## src/hw/rtl/bti_pkg.sv

```systemverilog
// Shared constants, codes and controller/datapath structs of the bit tape interpreter.
// No dependencies.
package bti_pkg;

    localparam int PROG_DEPTH = 256;
    localparam int TAPE_CELLS = 64;

    localparam int PA_W    = $clog2(PROG_DEPTH);
    localparam int CNT_W   = PA_W + 1;
    localparam int HEAD_W  = (TAPE_CELLS > 1) ? $clog2(TAPE_CELLS) : 1;
    localparam int BYTE_W  = 8;
    localparam int TAPE_W  = 64;
    localparam int LEN_W   = 7;
    localparam int FUNC_W  = 2;
    localparam int STAT_W  = 3;
    localparam int LIMIT_W = 32;
    localparam int STEP_W  = LIMIT_W + 1;
    localparam int LAM_W   = LIMIT_W + 2;
    localparam int REM_CNT_W = $clog2(STEP_W);

    localparam int IN_FIELDS_W = BYTE_W + TAPE_W + LEN_W;
    localparam int IN_W        = ((IN_FIELDS_W + 7) / 8) * 8;
    localparam int IN_BYTE_OFF = 0;
    localparam int IN_TAPE_OFF = BYTE_W;
    localparam int IN_LEN_OFF  = BYTE_W + TAPE_W;
    localparam int USER_W      = FUNC_W;

    localparam int OUT_FIELDS_W = TAPE_W + STAT_W;
    localparam int OUT_W        = ((OUT_FIELDS_W + 7) / 8) * 8;
    localparam int OUT_PAD      = OUT_W - OUT_FIELDS_W;
    localparam int OUT_STAT_OFF = TAPE_W;

    localparam logic [FUNC_W-1:0] FN_APPEND = 2'd0;
    localparam logic [FUNC_W-1:0] FN_RUN    = 2'd1;
    localparam logic [FUNC_W-1:0] FN_CLEAR  = 2'd2;

    localparam logic [STAT_W-1:0] ST_DONE      = 3'd0;
    localparam logic [STAT_W-1:0] ST_OVERFLOW  = 3'd1;
    localparam logic [STAT_W-1:0] ST_UNDERFLOW = 3'd2;
    localparam logic [STAT_W-1:0] ST_OPEN_CLS  = 3'd3;
    localparam logic [STAT_W-1:0] ST_OPEN_OPN  = 3'd4;
    localparam logic [STAT_W-1:0] ST_LIMIT     = 3'd5;
    localparam logic [STAT_W-1:0] ST_PROG_LONG = 3'd6;

    localparam logic [BYTE_W-1:0] CH_RIGHT = 8'h3E;
    localparam logic [BYTE_W-1:0] CH_LEFT  = 8'h3C;
    localparam logic [BYTE_W-1:0] CH_FLIP  = 8'h2A;
    localparam logic [BYTE_W-1:0] CH_OPEN  = 8'h5B;
    localparam logic [BYTE_W-1:0] CH_CLOSE = 8'h5D;

    typedef struct packed {
        logic              load_run;
        logic              append;
        logic              clear;
        logic              prog_rd_i;
        logic              push;
        logic              pop_rd;
        logic              jt_wr_i;
        logic              jt_wr_open;
        logic              i_inc;
        logic              fetch;
        logic              exec;
        logic              det_adv;
        logic              mod_start;
        logic              set_status;
        logic [STAT_W-1:0] status_code;
        logic              load_out;
    } t_cmd;

    typedef struct packed {
        logic overrun;
        logic i_end;
        logic sp_zero;
        logic is_open;
        logic is_close;
        logic is_right;
        logic is_left;
        logic head_last;
        logic head_zero;
        logic pc_end;
        logic det_check;
        logic det_match;
        logic rem_zero;
        logic mod_done;
        logic out_busy;
    } t_stat;

endpackage

```

## src/hw/rtl/bti_ctrl.sv

```systemverilog
// Controller state machine: program load, bracket pairing, execution sequencing.
// Depends on bti_pkg for the command and status structs.
module bti_ctrl
    import bti_pkg::*;
(
    input  logic              i_clk,
    input  logic              i_rst_n,
    input  logic              i_in_valid,
    input  logic [FUNC_W-1:0] i_func,
    output logic              o_in_ready,
    output t_cmd              o_cmd,
    input  t_stat             i_stat
);

    localparam logic [3:0] S_IDLE  = 4'd0;
    localparam logic [3:0] S_P_RD  = 4'd1;
    localparam logic [3:0] S_P_DEC = 4'd2;
    localparam logic [3:0] S_P_POP = 4'd3;
    localparam logic [3:0] S_P_JT  = 4'd4;
    localparam logic [3:0] S_FETCH = 4'd5;
    localparam logic [3:0] S_EXEC  = 4'd6;
    localparam logic [3:0] S_MOD   = 4'd7;
    localparam logic [3:0] S_DONE  = 4'd8;

    logic [3:0] r_state;
    logic [3:0] n_state;

    assign o_in_ready = r_state == S_IDLE;

    always_comb begin
        n_state = r_state;
        o_cmd   = '0;
        unique case (r_state)
            S_IDLE: begin
                if (i_in_valid) begin
                    unique case (i_func)
                        FN_APPEND: o_cmd.append = 1'b1;
                        FN_CLEAR:  o_cmd.clear  = 1'b1;
                        FN_RUN: begin
                            o_cmd.load_run = 1'b1;
                            if (i_stat.overrun) begin
                                o_cmd.set_status  = 1'b1;
                                o_cmd.status_code = ST_PROG_LONG;
                                n_state = S_DONE;
                            end else begin
                                n_state = S_P_RD;
                            end
                        end
                        default: ;
                    endcase
                end
            end
            S_P_RD: begin
                if (i_stat.i_end) begin
                    if (i_stat.sp_zero) begin
                        n_state = S_FETCH;
                    end else begin
                        o_cmd.set_status  = 1'b1;
                        o_cmd.status_code = ST_OPEN_OPN;
                        n_state = S_DONE;
                    end
                end else begin
                    o_cmd.prog_rd_i = 1'b1;
                    n_state = S_P_DEC;
                end
            end
            S_P_DEC: begin
                if (i_stat.is_open) begin
                    o_cmd.push = 1'b1;
                    n_state = S_P_RD;
                end else if (i_stat.is_close) begin
                    if (i_stat.sp_zero) begin
                        o_cmd.set_status  = 1'b1;
                        o_cmd.status_code = ST_OPEN_CLS;
                        n_state = S_DONE;
                    end else begin
                        o_cmd.pop_rd = 1'b1;
                        n_state = S_P_POP;
                    end
                end else begin
                    o_cmd.i_inc = 1'b1;
                    n_state = S_P_RD;
                end
            end
            S_P_POP: begin
                o_cmd.jt_wr_i = 1'b1;
                n_state = S_P_JT;
            end
            S_P_JT: begin
                o_cmd.jt_wr_open = 1'b1;
                n_state = S_P_RD;
            end
            S_FETCH: begin
                if (i_stat.pc_end) begin
                    o_cmd.set_status  = 1'b1;
                    o_cmd.status_code = ST_DONE;
                    n_state = S_DONE;
                end else if (i_stat.det_check && i_stat.det_match) begin
                    o_cmd.mod_start = 1'b1;
                    n_state = S_MOD;
                end else begin
                    o_cmd.det_adv = i_stat.det_check;
                    if (i_stat.rem_zero) begin
                        o_cmd.set_status  = 1'b1;
                        o_cmd.status_code = ST_LIMIT;
                        n_state = S_DONE;
                    end else begin
                        o_cmd.fetch = 1'b1;
                        n_state = S_EXEC;
                    end
                end
            end
            S_EXEC: begin
                if (i_stat.is_right && i_stat.head_last) begin
                    o_cmd.set_status  = 1'b1;
                    o_cmd.status_code = ST_OVERFLOW;
                    n_state = S_DONE;
                end else if (i_stat.is_left && i_stat.head_zero) begin
                    o_cmd.set_status  = 1'b1;
                    o_cmd.status_code = ST_UNDERFLOW;
                    n_state = S_DONE;
                end else begin
                    o_cmd.exec = 1'b1;
                    n_state = S_FETCH;
                end
            end
            S_MOD: begin
                if (i_stat.mod_done) begin
                    n_state = S_FETCH;
                end
            end
            S_DONE: begin
                if (!i_stat.out_busy) begin
                    o_cmd.load_out = 1'b1;
                    n_state = S_IDLE;
                end
            end
            default: n_state = S_IDLE;
        endcase
    end

    always_ff @(posedge i_clk) begin
        if (!i_rst_n) begin
            r_state <= S_IDLE;
        end else begin
            r_state <= n_state;
        end
    end

endmodule

```

## config.mk

```make
export PLATFORM = sky130hd
export DESIGN_NAME = bti_ctrl
export DESIGN_NICKNAME = d
export VERILOG_FILES = /design/src/hw/rtl/bti_pkg.sv /design/src/hw/rtl/bti_ctrl.sv
export SDC_FILE = /design/constraint.sdc
export NUM_CORES = 1
export LEC_CHECK = 0
export ABC_AREA = 1
export BUFFER_PORTS_ARGS = -buffer_cell sky130_fd_sc_hd__buf_2
export CAP_MARGIN = 20
export CORE_UTILIZATION = 38
export CTS_BUF_LIST = sky130_fd_sc_hd__clkbuf_4
export DETAILED_ROUTE_END_ITERATION = 10
export PLACE_DENSITY = 0.78
export SETUP_SLACK_MARGIN = 0.02
export SYNTH_ARGS = -nofsm -noshare
export SYNTH_HDL_FRONTEND = slang
export SYNTH_SLANG_ARGS = --single-unit
```

## constraint.sdc

```tcl
create_clock -name i_clk -period 1.72 [get_ports i_clk]
set_clock_uncertainty 0.2 [all_clocks]
set_input_delay 0.516 -clock i_clk [delete_from_list [all_inputs] [get_ports i_clk]]
set_output_delay 0.516 -clock i_clk [all_outputs]
set_load 0.05 [all_outputs]
```

==> summary.txt, run 1 <==
Die
  • DIE WIDTH: slightly above 40 um
  • Cell Rows: 13
  • Die Span Y: 41.1 um
  • I/O pin count: 39
  • Initial core utilization: 0.426

Logic synthesis
  • Syn Area/Cell: 5.44 sq um
  • Synth warn: 0
  • Seq/Total Area, Yosys: 0.138
  • Seq cells post-synth: 4
  • Mapped Cells: 107
  • Synthesized area: 582 sq um
  • Syn_nets: ~130
  • Unique masters post-synth: 20

Clock tree
  • Clock root buffer: clkbuf_4
  • Post-CTS Setup Repair Bufs: 18
  • Post-cts sizing count: between 70 and 80
  • Num CTS Buffers: 3
  • H-tree levels: 1
  • Clk buf depth: 2
  • Clock sink count: 4
  • Hold_buf cts: 0

Status
  • Status: stopped before the end
  • Last stage: 4_1_cts
  • Tool Error: [ERROR DPL-0038] Utilization greater than 100%, impossible to legalize

Place
  • Port bufs: 38
  • GPL Wtd Cong: ~0.88
  • HPWL after DPL: 2760 um
  • Placed Area: between 1000 and 1500 sq um
==> Yosys cell counts, drive strengths merged <==
library cell	count	area share
o21ai	1	0.0086
or2	1	0.015
nor3	1	0.0086
nand3b	4	0.052
nand4	4	0.043
a31oi	1	0.011
nor4	3	0.032
o311ai	1	0.015
nor3b	1	0.032
nand2	28	0.19
a21oi	4	0.034
nor2	20	0.17
nand3	8	0.077
inv	26	0.17
dfxtp	4	0.14
==> per-stage QoR <==
stage	util	setup WS, ns	hold slack (ns)	setup TNS, ns	std cells
2_1_floorplan	-	-0.247	0.409	-1.34	107
3_3_place_gp	0.958	-0.548	0.437	-5.14	196
3_5_place_dp	0.958	-0.578	0.480	-5.95	196
==> logic make-up after synthesis <==
kind of cell	share of synthesized area
AND/OR/NAND/NOR	0.626
flip-flops	0.138
buffers and inverters	0.168
AO/OA/AOI/OAI	0.0688
==> inputs of run 2 (changes only) <==
CORE_AREA = 2 2 63 65   (was not set)
CORE_UTILIZATION = not set   (was 38)
CTS_BUF_LIST = not set   (was sky130_fd_sc_hd__clkbuf_4)
DIE_AREA = 0 0 65 67   (was not set)
PLACE_DENSITY = not set   (was 0.78)
PLACE_DENSITY_LB_ADDON = 0.15   (was not set)
SETUP_SLACK_MARGIN = not set   (was 0.02)
clock period = 2.24 ns   (was 1.72 ns; I/O delays follow)
==> run 2 against run 1 <==
- the flow now finishes, with violations (negative setup slack)
- area after synthesis unchanged
- synthesized cell count unchanged
==> summary.txt, run 2 <==
GRT
  • GRT Util Overall: 0.109
  • Initial antenna violation count: 0
  • GRT overflow: 0
  • First-pass GRT wire length: 3680 um
  • Pin count of the biggest net entering global routing: 6
  • Vias in the first global route: 881

Logic synthesis
  • Seq/Total Area, Yosys: 0.138 (unchanged)
  • Synth top area share: 0.161 (unchanged)
  • Area leader, netlist: inv_1 (unchanged)
  • Post-synth EDFFs: 0 (unchanged)
  • Synth warn: 0 (unchanged)
  • Mux cell area share after synthesis: 0 (unchanged)
  • Post-synthesis xor/xnor area fraction: 0 (unchanged)
  • Unique masters post-synth: 20 (unchanged)
  • Ys async rst share: 0 (unchanged)
  • Syn_nets: 127 (unchanged)
  • Synthesized area: 582 sq um (unchanged)
  • Synth area leaders: inv_1 16%, nand2_1 16%, dfxtp_1 14%, nor2_1 9.0%, nand3_1 6.0% (unchanged)
  • Post-Synth Adder-Cell Area: 0 (unchanged)
  • Simple-gate share of the synthesized area: 0.626 (unchanged)
  • Mapped Cells: 107 (unchanged)
  • Largest family of logic cells by synthesized area: simple AND/OR/NAND/NOR gates (unchanged)
  • Syn Area/Cell: 5.44 sq um (unchanged)
  • Synth Area in Compound Gates: 0.0688 (unchanged)
  • Seq cells post-synth: 4 (unchanged)
  • Synth Flop Type: dfxtp_1 (unchanged)
  • Synth top cells by count: 25 x inv_1, 25 x nand2_1, 14 x nor2_1, 7 x nand3_1 (unchanged)

Detailed routing
  • Vias: 920
  • WL per Instance: 10.4 um
  • Drt pass-1 iters: 4
  • Routed Wire Length: 2410 um
  • Starting DRT DRC Count: 32
  • Residual DRC count: 0
  • Post-route ant nets: 0
  • Via/cell ratio: ~4

Clock tree
  • Hold_buf cts: 0 (unchanged)
  • H-tree levels: 1 (unchanged)
  • Num CTS Buffers: 3 (unchanged)
  • CTS clk-pin slew, worst paths: 0.03 ns
  • Clock sink count: 4 (unchanged)
  • Clock Latency Late Sink: ~0.21 ns
  • Clk buf depth: 2 (unchanged)
  • Clock root buffer: clkbuf_8 (was clkbuf_4)
  • CTS tree: built

Place
  • HPWL after DPL: 1890 um (was 2760 um)
  • Port bufs: 38 (unchanged)
  • Placed cells: 223 (was 196)
  • GPL Wtd Cong: 0.817 (was 0.876)

STA
  • Final Critical Period: between 2 and 2.5 ns
  • RSZ-0062 raised after global routing: true
  • Worst rel slew slack: 0.832
  • Final period util: 1.07
  • Pins Over Slew Limit: 0
  • Fmax: 416 MHz
  • Setup WS post-layout: -0.167 ns
  • Worst Max-Slew Pin Slew: between 0.2 and 0.3 ns
  • Final Hold Viols: 0
  • Hold_ws: between 0.4 and 0.5 ns
  • Final Setup Violations: 6

Layout
  • Fraction of layout cells with a size suffix above 1: 0.650
  • Most flops, register: r_state
  • Area delta synth->final: 152%
  • Most frequent cells in the layout: 31 x buf_4, 20 x nand2_1, 20 x buf_2, 19 x inv_1, 14 x buf_6
  • Largest registers: r_state x4
  • Final core occ: 0.407
  • Nets: 205
  • Layout fillers: 382
  • Finished Layout Cells: 231
  • Commonest non-fill, non-tap cell in the layout: buf_4
  • Max FFs per register: 4
  • Inserted Diodes: 0

Die
  • DIE WIDTH: 65 um (was 41.1 um)
  • Die area: 4360 sq um
  • Core Region: 3610 sq um
  • I/O pin count: 39 (unchanged)
  • Cell Rows: 22 (was 13)
  • Initial core utilization: 0.161 (was 0.426)
  • Die Span Y: 67 um (was 41.1 um)

Pwr
  • Peak VDD IR: 0.000269 V
  • Overall Power: 400 uW
  • Power Density: 273 nW/um^2
  • Pleak: 0.000827 uW

Worst setup path
  • CP Data Required Time: roughly 1.4 ns
  • R2r startpoint: r_state[3]
  • Endpoint type of the worst setup path: output pin
  • FF-to-FF path depth: 10
  • Crit path DAT: around 1.5 ns
  • Worst Setup Start Kind: input pin
  • Reg2Reg Setup Slack: 0.65 ns
  • R2r endpoint: r_state[1]
  • Crit Path Class: input pin to output pin
  • Worst-path maximum fanout: 2

Status
  • Failing checks: negative setup slack
  • Status: finished, violations left (was stopped before the end)

Min path
  • Worst hold path stage count: 3
  • Min-delay src: i_rst_n
  • Hold Crit Class: input pin to flop
  • Hold Crit Endpoint: r_state[3]

Job
  • MaxCap Viol Count: 0
[run 2: how the worst max path moves through the flow]
| stage | start | to | slack (ns) | cells after the start |
|---|---|---|---|---|
| finish | i_stat[3] | o_cmd[1] | -0.17 | 7 |
| global route | i_func[1] | o_cmd[3] | -0.23 | 7 |
| CTS | i_func[1] | o_cmd[3] | -0.17 | 7 |
| detailed placement | i_func[0] | o_cmd[3] | -0.36 | 8 |
| global placement | i_func[0] | o_cmd[3] | -0.36 | 8 |
| floorplan | i_stat[4] | o_cmd[8] | -0.34 | 3 |
[run 2: timing repair]
action,4_1_cts,5_1_grt
pin swaps,9,9
gates resized for setup,46,28
setup buffers,1,4
hold endpoints to repair,0,0
endpoints found under the setup margin,14,14
[run 2: cell families (layout without fill, tap and decap cells)]
group / Yosys count / count (layout)
AOI/OAI and AO/OA: 7 / 7
DFF: 4 / 4
buffers and inverters: 26 / 102
and+or+nand+nor: 70 / 70
[run 2: critical path, cell delays in order]
cell	delay, ns
buf_8	0.10
nand2_4	0.06
inv_2	0.05
nor2_4	0.11
nand3b_1	0.20
o311ai_4	0.15
buf_6	0.20
[run 2: power by group]
part | leakage, uW | switching [uW] | total, uW | internal, uW
Combinational | 0.000770 | 95.2 | 178 | 82.9
Clock | 0.0000216 | 32.7 | 147 | 114
Sequential | 0.0000352 | 3.35 | 75.0 | 71.7
Total | 0.000827 | 131 | 400 | 269
[run 2: final cells by class]
type,count,area (sq um),share of cell area
Multi-Input combinational cell,77,569,0.388
Clock buffer,3,41.3,0.0282
Sequential cell,4,92.6,0.0631
Timing Repair Buffer,73,603,0.411
Inverter,26,100,0.0683
Tap cell,48,60.1,0.0410
[run 2: through the flow]
step	TNS (ns)	worst slack, ns	instance area (sq um)
finish	-0.685	-0.167	1470
CTS	-0.725	-0.174	1340
global placement	-1.95	-0.360	1160
detailed placement	-1.98	-0.359	1160
floorplan	-0.352	-0.344	681
global route	-1.00	-0.228	1470
[run 2: per-layer routing]
metal | vias to the layer above | part of all wire | global-route usage
met3 | 0 | 0.047 | 0.0186
met5 | - | 0 | 0
li1 | 487 | - | -
met1 | 408 | 0.41 | 0.127
met4 | 0 | 0 | 0.0160
met2 | 25 | 0.54 | 0.209
Power figures use the tool's default switching activity.
